File: config.mk
export PLATFORM = sky130hd
export DESIGN_NAME = pixel_brightness_contrast_adjust
export DESIGN_NICKNAME = d
export VERILOG_FILES = /design/src/hw/rtl/pbca_pkg.sv /design/src/hw/rtl/pbca_factor_div.sv /design/src/hw/rtl/pbca_pipe.sv /design/src/hw/rtl/pixel_brightness_contrast_adjust.sv
export SDC_FILE = /design/constraint.sdc
export NUM_CORES = 2
export LEC_CHECK = 0
export ABC_AREA = 1
export CAP_MARGIN = 20
export CORE_MARGIN = 10
export CORE_UTILIZATION = 42
export DETAILED_ROUTE_END_ITERATION = 16
export DONT_BUFFER_PORTS = 1
export SKIP_LAST_GASP = 1
export SLEW_MARGIN = 20
export SYNTH_ARGS = -nofsm -noshare
export SYNTH_HDL_FRONTEND = slang
export SYNTH_SLANG_ARGS = --single-unit
File: constraint.sdc
create_clock -name clock -period 6.05 [get_ports clock]
set_input_delay 1.21 -clock clock [delete_from_list [all_inputs] [get_ports clock]]
set_output_delay 1.21 -clock clock [all_outputs]
set_load 0.05 [all_outputs]
File: src/hw/rtl/pbca_pkg.sv
// Shared constants and types for the pixel brightness and contrast adjuster.
package pbca_pkg;

   localparam int LANES            = 4;
   localparam int PIX_W            = 8;
   localparam int PIX_MAX          = 255;
   localparam int PIX_MID          = 128;
   localparam int FACTOR_FRAC_BITS = 16;
   localparam int FACTOR_W         = 8 + FACTOR_FRAC_BITS;
   localparam int OFFSET_W         = 9;
   localparam int LEVEL_W          = 9;
   localparam int SUM_W            = OFFSET_W + 1;
   localparam int DIFF_W           = PIX_W + 1;
   localparam int PROD_W           = FACTOR_W + 1 + DIFF_W;
   localparam int PASS_LANE        = 3;
   localparam int CSR_IDX_W        = 2;
   localparam int CSR_DATA_W       = 9;

   localparam logic [FACTOR_W-1:0] FACTOR_ONE =
      {{(FACTOR_W - FACTOR_FRAC_BITS - 1){1'b0}}, 1'b1, {FACTOR_FRAC_BITS{1'b0}}};

   localparam logic FMT_GRAY  = 1'b0;
   localparam logic FMT_COLOR = 1'b1;

   typedef enum logic [CSR_IDX_W-1:0] {
      CSR_BRIGHTNESS = 2'd0,
      CSR_CONTRAST   = 2'd1,
      CSR_FORMAT     = 2'd2
   } csr_index_type;

   typedef logic [PIX_W-1:0] pixel_type;
   typedef pixel_type [LANES-1:0] lane_vec_type;

endpackage

File: src/hw/rtl/pbca_factor_div.sv
// Contrast factor computation: a restoring divider that runs one quotient bit per cycle.
module pbca_factor_div (
   input  logic                                 clock,
   input  logic                                 reset,
   input  logic                                 start,
   input  logic signed [pbca_pkg::LEVEL_W-1:0]  level,
   output logic                                 busy,
   output logic [pbca_pkg::FACTOR_W-1:0]        factor
);
   import pbca_pkg::*;

   localparam int NUM_W = 18;
   localparam int DEN_W = 17;
   localparam int DVD_W = NUM_W + FACTOR_FRAC_BITS + 1;
   localparam int CNT_W = $clog2(DVD_W + 1);

   typedef enum logic {
      ST_IDLE,
      ST_RUN
   } state_type;

   state_type            state_ff;
   logic [CNT_W-1:0]     cnt_ff;
   logic [DVD_W-1:0]     dvd_ff;
   logic [DEN_W-1:0]     rem_ff;
   logic [DEN_W-1:0]     den_ff;
   logic                 zero_ff;
   logic [FACTOR_W-1:0]  factor_ff;

   logic signed [SUM_W-1:0] level_sum;
   logic                    level_nonpos;
   logic [NUM_W-1:0]        num;
   logic [SUM_W-1:0]        den_base;
   logic [DEN_W-1:0]        den;
   logic [DVD_W-1:0]        dividend;
   logic [DEN_W:0]          trial;
   logic                    fits;
   logic [DEN_W-1:0]        rem_in;
   logic [DVD_W-1:0]        dvd_in;
   logic [FACTOR_W-1:0]     quot_sat;

   // Numerator 259*(C+255) and denominator 255*(259-C); a non-positive numerator gives zero.
   always_comb begin
      level_sum    = $signed({level[LEVEL_W-1], level}) + SUM_W'(255);
      level_nonpos = level_sum[SUM_W-1] || (level_sum == '0);
      num          = NUM_W'(level_sum[SUM_W-2:0]) * NUM_W'(259);
      den_base     = SUM_W'(259) - {level[LEVEL_W-1], level};
      den          = DEN_W'(den_base) * DEN_W'(255);
      dividend     = DVD_W'({num, {FACTOR_FRAC_BITS{1'b0}}}) + DVD_W'(den >> 1);
   end

   always_comb begin
      trial  = {rem_ff, dvd_ff[DVD_W-1]};
      fits   = trial >= {1'b0, den_ff};
      rem_in = fits ? DEN_W'(trial - {1'b0, den_ff}) : trial[DEN_W-1:0];
      dvd_in = {dvd_ff[DVD_W-2:0], fits};
      if (|dvd_in[DVD_W-1:FACTOR_W]) begin
         quot_sat = '1;
      end else begin
         quot_sat = dvd_in[FACTOR_W-1:0];
      end
   end

   always_ff @(posedge clock) begin
      if (reset) begin
         state_ff  <= ST_IDLE;
         cnt_ff    <= '0;
         factor_ff <= FACTOR_ONE;
      end else begin
         case (state_ff)
            ST_IDLE: begin
               if (start) begin
                  state_ff <= ST_RUN;
                  cnt_ff   <= '0;
                  dvd_ff   <= dividend;
                  rem_ff   <= '0;
                  den_ff   <= den;
                  zero_ff  <= level_nonpos;
               end
            end
            ST_RUN: begin
               dvd_ff <= dvd_in;
               rem_ff <= rem_in;
               cnt_ff <= cnt_ff + CNT_W'(1);
               if (cnt_ff == CNT_W'(DVD_W - 1)) begin
                  state_ff  <= ST_IDLE;
                  factor_ff <= zero_ff ? '0 : quot_sat;
               end
            end
            default: begin
               state_ff <= ST_IDLE;
            end
         endcase
      end
   end

   assign busy   = (state_ff == ST_RUN);
   assign factor = factor_ff;

endmodule

File: src/hw/rtl/pbca_pipe.sv
// Three-stage lane datapath: brightness clamp, contrast multiply, add 128, clamp.
module pbca_pipe (
   input  logic                                 clock,
   input  logic                                 reset,
   input  logic                                 in_valid,
   output logic                                 in_stall,
   input  pbca_pkg::lane_vec_type               in_lanes,
   input  logic                                 in_last,
   input  logic                                 hold,
   input  logic signed [pbca_pkg::OFFSET_W-1:0] offset,
   input  logic [pbca_pkg::FACTOR_W-1:0]        factor,
   input  logic                                 color,
   output logic                                 out_valid,
   input  logic                                 out_stall,
   output pbca_pkg::lane_vec_type               out_lanes,
   output logic                                 out_last
);
   import pbca_pkg::*;

   localparam int WHOLE_W = PROD_W - 1 - FACTOR_FRAC_BITS;
   localparam logic signed [PROD_W-1:0] MID_FIX =
      PROD_W'(longint'(PIX_MID) << FACTOR_FRAC_BITS);

   logic                     v1_ff, v2_ff, v3_ff;
   logic                     last1_ff, last2_ff, last3_ff;
   lane_vec_type             raw1_ff, raw2_ff;
   lane_vec_type             bright1_ff;
   logic signed [PROD_W-1:0] prod2_ff [LANES];
   lane_vec_type             out3_ff;

   logic                     en1, en2, en3, accept;
   logic signed [SUM_W-1:0]  sum    [LANES];
   lane_vec_type             bright_in;
   logic signed [DIFF_W-1:0] diff   [LANES];
   logic signed [PROD_W-1:0] prod_in [LANES];
   logic signed [PROD_W-1:0] scaled [LANES];
   logic [WHOLE_W-1:0]       whole  [LANES];
   lane_vec_type             out_in;

   // A stage loads when it is empty or when the stage after it moves.
   assign en3      = !v3_ff || !out_stall;
   assign en2      = !v2_ff || en3;
   assign en1      = !v1_ff || en2;
   assign in_stall = hold || !en1;
   assign accept   = in_valid && !in_stall;

   always_comb begin
      for (int i = 0; i < LANES; i++) begin
         sum[i] = $signed({2'b00, in_lanes[i]}) + $signed({offset[OFFSET_W-1], offset});
         if (sum[i][SUM_W-1]) begin
            bright_in[i] = '0;
         end else if (sum[i][SUM_W-2]) begin
            bright_in[i] = PIX_W'(PIX_MAX);
         end else begin
            bright_in[i] = sum[i][PIX_W-1:0];
         end

         diff[i]    = $signed({1'b0, bright1_ff[i]}) - $signed(DIFF_W'(PIX_MID));
         prod_in[i] = $signed({1'b0, factor}) * diff[i];

         // Negative sums clamp to zero, so truncation and flooring agree.
         scaled[i] = prod2_ff[i] + MID_FIX;
         whole[i]  = scaled[i][PROD_W-2:FACTOR_FRAC_BITS];
         if (color == FMT_COLOR && i >= PASS_LANE) begin
            out_in[i] = raw2_ff[i];
         end else if (scaled[i][PROD_W-1]) begin
            out_in[i] = '0;
         end else if (|whole[i][WHOLE_W-1:PIX_W]) begin
            out_in[i] = PIX_W'(PIX_MAX);
         end else begin
            out_in[i] = whole[i][PIX_W-1:0];
         end
      end
   end

   always_ff @(posedge clock) begin
      if (reset) begin
         v1_ff <= 1'b0;
         v2_ff <= 1'b0;
         v3_ff <= 1'b0;
      end else begin
         if (en1) v1_ff <= accept;
         if (en2) v2_ff <= v1_ff;
         if (en3) v3_ff <= v2_ff;
      end
   end

   always_ff @(posedge clock) begin
      if (en1) begin
         bright1_ff <= bright_in;
         raw1_ff    <= in_lanes;
         last1_ff   <= in_last;
      end
      if (en2) begin
         for (int i = 0; i < LANES; i++) begin
            prod2_ff[i] <= prod_in[i];
         end
         raw2_ff  <= raw1_ff;
         last2_ff <= last1_ff;
      end
      if (en3) begin
         out3_ff  <= out_in;
         last3_ff <= last2_ff;
      end
   end

   assign out_valid = v3_ff;
   assign out_lanes = out3_ff;
   assign out_last  = last3_ff;

endmodule

File: src/hw/rtl/pixel_brightness_contrast_adjust.sv
// Pixel brightness and contrast adjuster: takes one request of four 8-bit lanes per clock
// while req_stall is low and passes it through a three-stage pipeline (brightness add and
// clamp, contrast multiply, offset and clamp) that stalls stage by stage.
// A write to the contrast register starts a bit-serial divider that computes the contrast
// factor; while it runs csr_ready is low and req_stall is high.
// Registers should be written only while the pipeline is empty.
module pixel_brightness_contrast_adjust (
   input  logic                                clock,
   input  logic                                reset,
   input  logic                                req_valid,
   output logic                                req_stall,
   input  logic [pbca_pkg::PIX_W-1:0]          req_lane0_in,
   input  logic [pbca_pkg::PIX_W-1:0]          req_lane1_in,
   input  logic [pbca_pkg::PIX_W-1:0]          req_lane2_in,
   input  logic [pbca_pkg::PIX_W-1:0]          req_lane3_in,
   input  logic                                req_last_in,
   output logic                                rsp_valid,
   input  logic                                rsp_stall,
   output logic [pbca_pkg::PIX_W-1:0]          rsp_lane0_out,
   output logic [pbca_pkg::PIX_W-1:0]          rsp_lane1_out,
   output logic [pbca_pkg::PIX_W-1:0]          rsp_lane2_out,
   output logic [pbca_pkg::PIX_W-1:0]          rsp_lane3_out,
   output logic                                rsp_last_out,
   input  logic                                csr_valid,
   output logic                                csr_ready,
   input  logic [pbca_pkg::CSR_IDX_W-1:0]      csr_index,
   input  logic [pbca_pkg::CSR_DATA_W-1:0]     csr_data
);
   import pbca_pkg::*;

   logic signed [OFFSET_W-1:0] offset_ff;
   logic                       format_ff;
   logic                       csr_write;
   logic                       div_start;
   logic                       div_busy;
   logic [FACTOR_W-1:0]        factor;
   lane_vec_type               in_lanes;
   lane_vec_type               out_lanes;

   assign csr_ready = !div_busy;
   assign csr_write = csr_valid && csr_ready;
   assign div_start = csr_write && (csr_index_type'(csr_index) == CSR_CONTRAST);

   always_ff @(posedge clock) begin
      if (reset) begin
         offset_ff <= '0;
         format_ff <= FMT_GRAY;
      end else if (csr_write) begin
         case (csr_index_type'(csr_index))
            CSR_BRIGHTNESS: offset_ff <= $signed(csr_data[OFFSET_W-1:0]);
            CSR_FORMAT:     format_ff <= csr_data[0];
            default: begin
            end
         endcase
      end
   end

   pbca_factor_div u_factor_div (
      .clock  (clock),
      .reset  (reset),
      .start  (div_start),
      .level  ($signed(csr_data[LEVEL_W-1:0])),
      .busy   (div_busy),
      .factor (factor)
   );

   assign in_lanes[0] = req_lane0_in;
   assign in_lanes[1] = req_lane1_in;
   assign in_lanes[2] = req_lane2_in;
   assign in_lanes[3] = req_lane3_in;

   pbca_pipe u_pipe (
      .clock     (clock),
      .reset     (reset),
      .in_valid  (req_valid),
      .in_stall  (req_stall),
      .in_lanes  (in_lanes),
      .in_last   (req_last_in),
      .hold      (div_busy),
      .offset    (offset_ff),
      .factor    (factor),
      .color     (format_ff),
      .out_valid (rsp_valid),
      .out_stall (rsp_stall),
      .out_lanes (out_lanes),
      .out_last  (rsp_last_out)
   );

   assign rsp_lane0_out = out_lanes[0];
   assign rsp_lane1_out = out_lanes[1];
   assign rsp_lane2_out = out_lanes[2];
   assign rsp_lane3_out = out_lanes[3];

`ifndef NO_ASSERTIONS
   // No request may enter while the contrast factor is being recomputed.
   a_no_accept_while_busy: assert property (@(posedge clock) disable iff (reset)
      (req_valid && !req_stall) |-> !div_busy)
      else $error("request accepted while contrast factor is being computed");

   // A contrast write always starts the divider.
   a_contrast_starts_div: assert property (@(posedge clock) disable iff (reset)
      div_start |=> div_busy)
      else $error("contrast write did not start the factor divider");

   // The factor changes only when a division finishes.
   a_factor_stable: assert property (@(posedge clock) disable iff (reset)
      (!reset && $past(!reset) && !div_busy && !$past(div_busy)) |-> $stable(factor))
      else $error("contrast factor changed outside a division");
`endif

endmodule
==> impl_metrics.toml <==
[floorplanning]
initial_utilization = 0.422
die-height_um = 345
io_pins = 85
rows = 119
die_w_um = 345
die_area_um2 = 119000
core_area_um2 = 105000

[route]
drt_iter0_markers = 2360
routed_wl_um = 126000
vias = 35699
vias_per_cell = 5.08
antenna_left = 0
drcViolationCount = 0
drtPass1Iterations = 6
avgRoutedWirePerCell_um = 17.9

[yosys]
synthArstFlopShare = 0
synth_warnings = 0
yosysMostFrequentCell = "nand2_1"
synthTopCellsByCount = "nand2_1, inv_1, fa_1, nor2_1, ha_1"
ys_seq_area_frac = 0.172
ys.flop_type = "edfxtp_1"
synth_seq_cells = 269
syn_nets = 6819
syn_area_per_cell_um2 = 7.84
synth-edff-count = 225
ys_top_cells_by_area = "fa_1, edfxtp_1, nand2_1, ha_1, inv_1"
synthDistinctLibCells = 45
synth_top_area_frac = 0.299
synth_top_area_cell = "fa_1"
netlist_instances = 5661
syn-cell-area_um2 = 44400

[grt]
met3_usage = 0.0365
grt-ovfl-total = 0
antenna_found_initial = 9
grt_pass1_wl_um = 203000
busiest_layer = "met2"
grt_use_met1 = 0.263
grt_usage = 0.212
grt_pass1_vias = 37440
grt_max_degree = 68
grt_use_met2 = 0.367

[setup_path]
crit_end = "u_pipe.prod2_ff[1][30]"
path_depth = 21
worstReg2RegStart = "u_factor_div.factor[4]"
critPathTopFamily = "adder cells"
crit_top_cell = "nand2_1"
cp.required_ns = 6.38
path_cells = "buf_4, nand2_1, fa_1, fa_1, inv_1, fa_1, fa_1, inv_1, fa_1, inv_1, ha_1, nand2_1, inv_1, a21oi_1, nand2_1, nand2_1, nand2_1, nand2_1, nand2_1, nand2_1, nand2_1"
cp_num_buf_inv = 5
worstSetupPathType = "reg -> reg"
worstSetupStartpoint = "u_factor_div.factor[4]"
cp.arrival_ns = 5.81
critPathMaxStageDelay_ns = 0.78
worstRegToRegCells = 21
crit_slowest_cell = "dfxtp_1"
start_kind = "register"
r2r_slack_ns = 0.57
crit_fanout = 10
rr_endpoint = "u_pipe.prod2_ff[1][30]"
critPathCaptureType = "register"

[timing]
max_freq_mhz = 182
slew_viol_final = 0
whs_ns = 0.416
period_share = 0.906
clock_skew_ns = 0.0532
hold_viol_final = 0
maxSlewHeadroom = 0.360
fin_tns_setup_ns = 0
tightest_slew_ns = 0.960
setup_viol = 0
min_period_ns = 5.48
fin_ws_ns = 0.566
rsz0062_at_grt = "no"

[cts]
cts.clk_slew.worst_paths_ns = 0.06
cts-resized-gates = 0
cts_buffer_depth = 3
cts.sinks = 269
cts_htree_levels = 2
clk_latency_ns = 0.63
holdBufCountCts = 0
cts-root-buf = "clkbuf_16"
cts_buffers = 37
tritoncts = "built"
postCtsSetupBuffers = 0

[power]
pwr-share-clk = 0.200
p_leak_nw = 26.9
seq_power_share = 0.289
switchingPower_mw = 5.15
p_per_area_nw_per_um2 = 234
power_mw = 11.1
power.internal_mw = 5.96
p_comb_frac = 0.511
ir_worst_vdd_mv = 0.220
swShare = 0.463

[place]
dp_hpwl_um = 101000
place_congestion = 0.920
dp_slack_ns = 0.270
port-buffer-count = 0
post-place-cells = 6960
placed_area_um2 = 46200

[min_path]
hold_path.class = "reg -> reg"
hp-start = "u_pipe.raw1_ff[26]"

[layout]
nets = 6766
stdcell_area_um2 = 47500
post-route-util = 0.451
layout.cells.non_filler = 7030
drive_gt1_frac = 0.0332
nFillCells = 10594
area_delta_synth_final_pct = 6.97

[run]
drv_cap = 0

[status]
outcome = "complete, no violations"
how the worst min path moves through the flow:
stage | to | depth (start not counted) | slack [ns]
after CTS | u_pipe.raw2_ff[26] | 0 | 0.41
after global placement | u_pipe.last2_ff | 0 | 0.40
after floorplan | u_pipe.last2_ff | 0 | 0.40
after detailed placement | u_pipe.raw2_ff[31] | 0 | 0.41
after global routing | u_pipe.out_last | 0 | 0.42
final | u_pipe.raw2_ff[26] | 0 | 0.42
area by class of cell:
class                      instances  area [um^2]  share of cell area
sequential                       269         7640               0.161
antenna                            2         5.00            0.000105
timing repair buffer             103          861              0.0181
clock buffer                      43          958              0.0202
tap                             1391         1740              0.0367
multi-input combinational       4000        31500               0.664
clock inverter                    25          268             0.00564
inverter                        1197         4500              0.0947
registers in the layout, indices dropped and copies added, names as in the netlist, 6 cells and up:
register,cells
offset_ff,9
u_factor_div.cnt_ff,6
u_factor_div.den_ff,17
u_factor_div.dvd_ff,35
u_factor_div.factor,24
u_factor_div.rem_ff,17
u_pipe.bright1_ff,32
u_pipe.out_lanes,32
u_pipe.prod2_ff,72
u_pipe.raw1_ff,8
u_pipe.raw2_ff,8
cell families (layout without fill, tap and decap cells):
kind of cell    Yosys count  count (layout)  synth area share
simple gates           2278            2278             0.203
buf+inv                1392            1368             0.118
fa+ha+maj              1109            1109             0.425
compound gates          530             530            0.0648
flops                   269             269             0.172
xor+xnor                 83              83            0.0164
other cells               0               2                 0
power by group through the flow:
stage	clock network, mW	logic (mW)	registers [mW]
floorplan	0	4.18	3.02
detailed placement	0	5.66	3.24
global route	2.35	6.53	3.25
CTS	2.29	5.70	3.21
global placement	0	5.62	3.23
finish	2.22	5.68	3.21
worst reg2reg max path, stage by stage (launching register included):
cell,delay (ns)
dfxtp_1,0.78
buf_4,0.32
nand2_1,0.10
fa_1,0.53
fa_1,0.55
inv_1,0.05
fa_1,0.46
fa_1,0.51
inv_1,0.05
fa_1,0.48
inv_1,0.04
ha_1,0.30
nand2_1,0.14
inv_1,0.08
a21oi_1,0.20
nand2_1,0.12
nand2_1,0.07
nand2_1,0.07
nand2_1,0.13
nand2_1,0.07
nand2_1,0.06
nand2_1,0.07
metal layers:
metal  routed length [um]  share of wire
met1                52200           0.41
met2                60700           0.48
met3                 7720          0.061
met4                 5240          0.042
met5                   82        0.00065
cell usage in the layout (no fill, tap or decap), types with 7 or more instances in the layout:
master,instances
buf_12,7
buf_4,96
xnor2_1,22
o21bai_1,22
edfxtp_1,225
o21a_1,11
nor4_1,8
nor2_1,477
dfxtp_1,43
nand2_1,1504
o21ai_1,8
clkbuf_16,37
nand4_1,28
nand3_1,194
xor2_1,61
o21ai_0,185
inv_1,1192
a21oi_1,248
nor3_1,35
fa_1,662
ha_1,447
a21o_1,30
No activity file was read; power rests on OpenSTA's default activity.
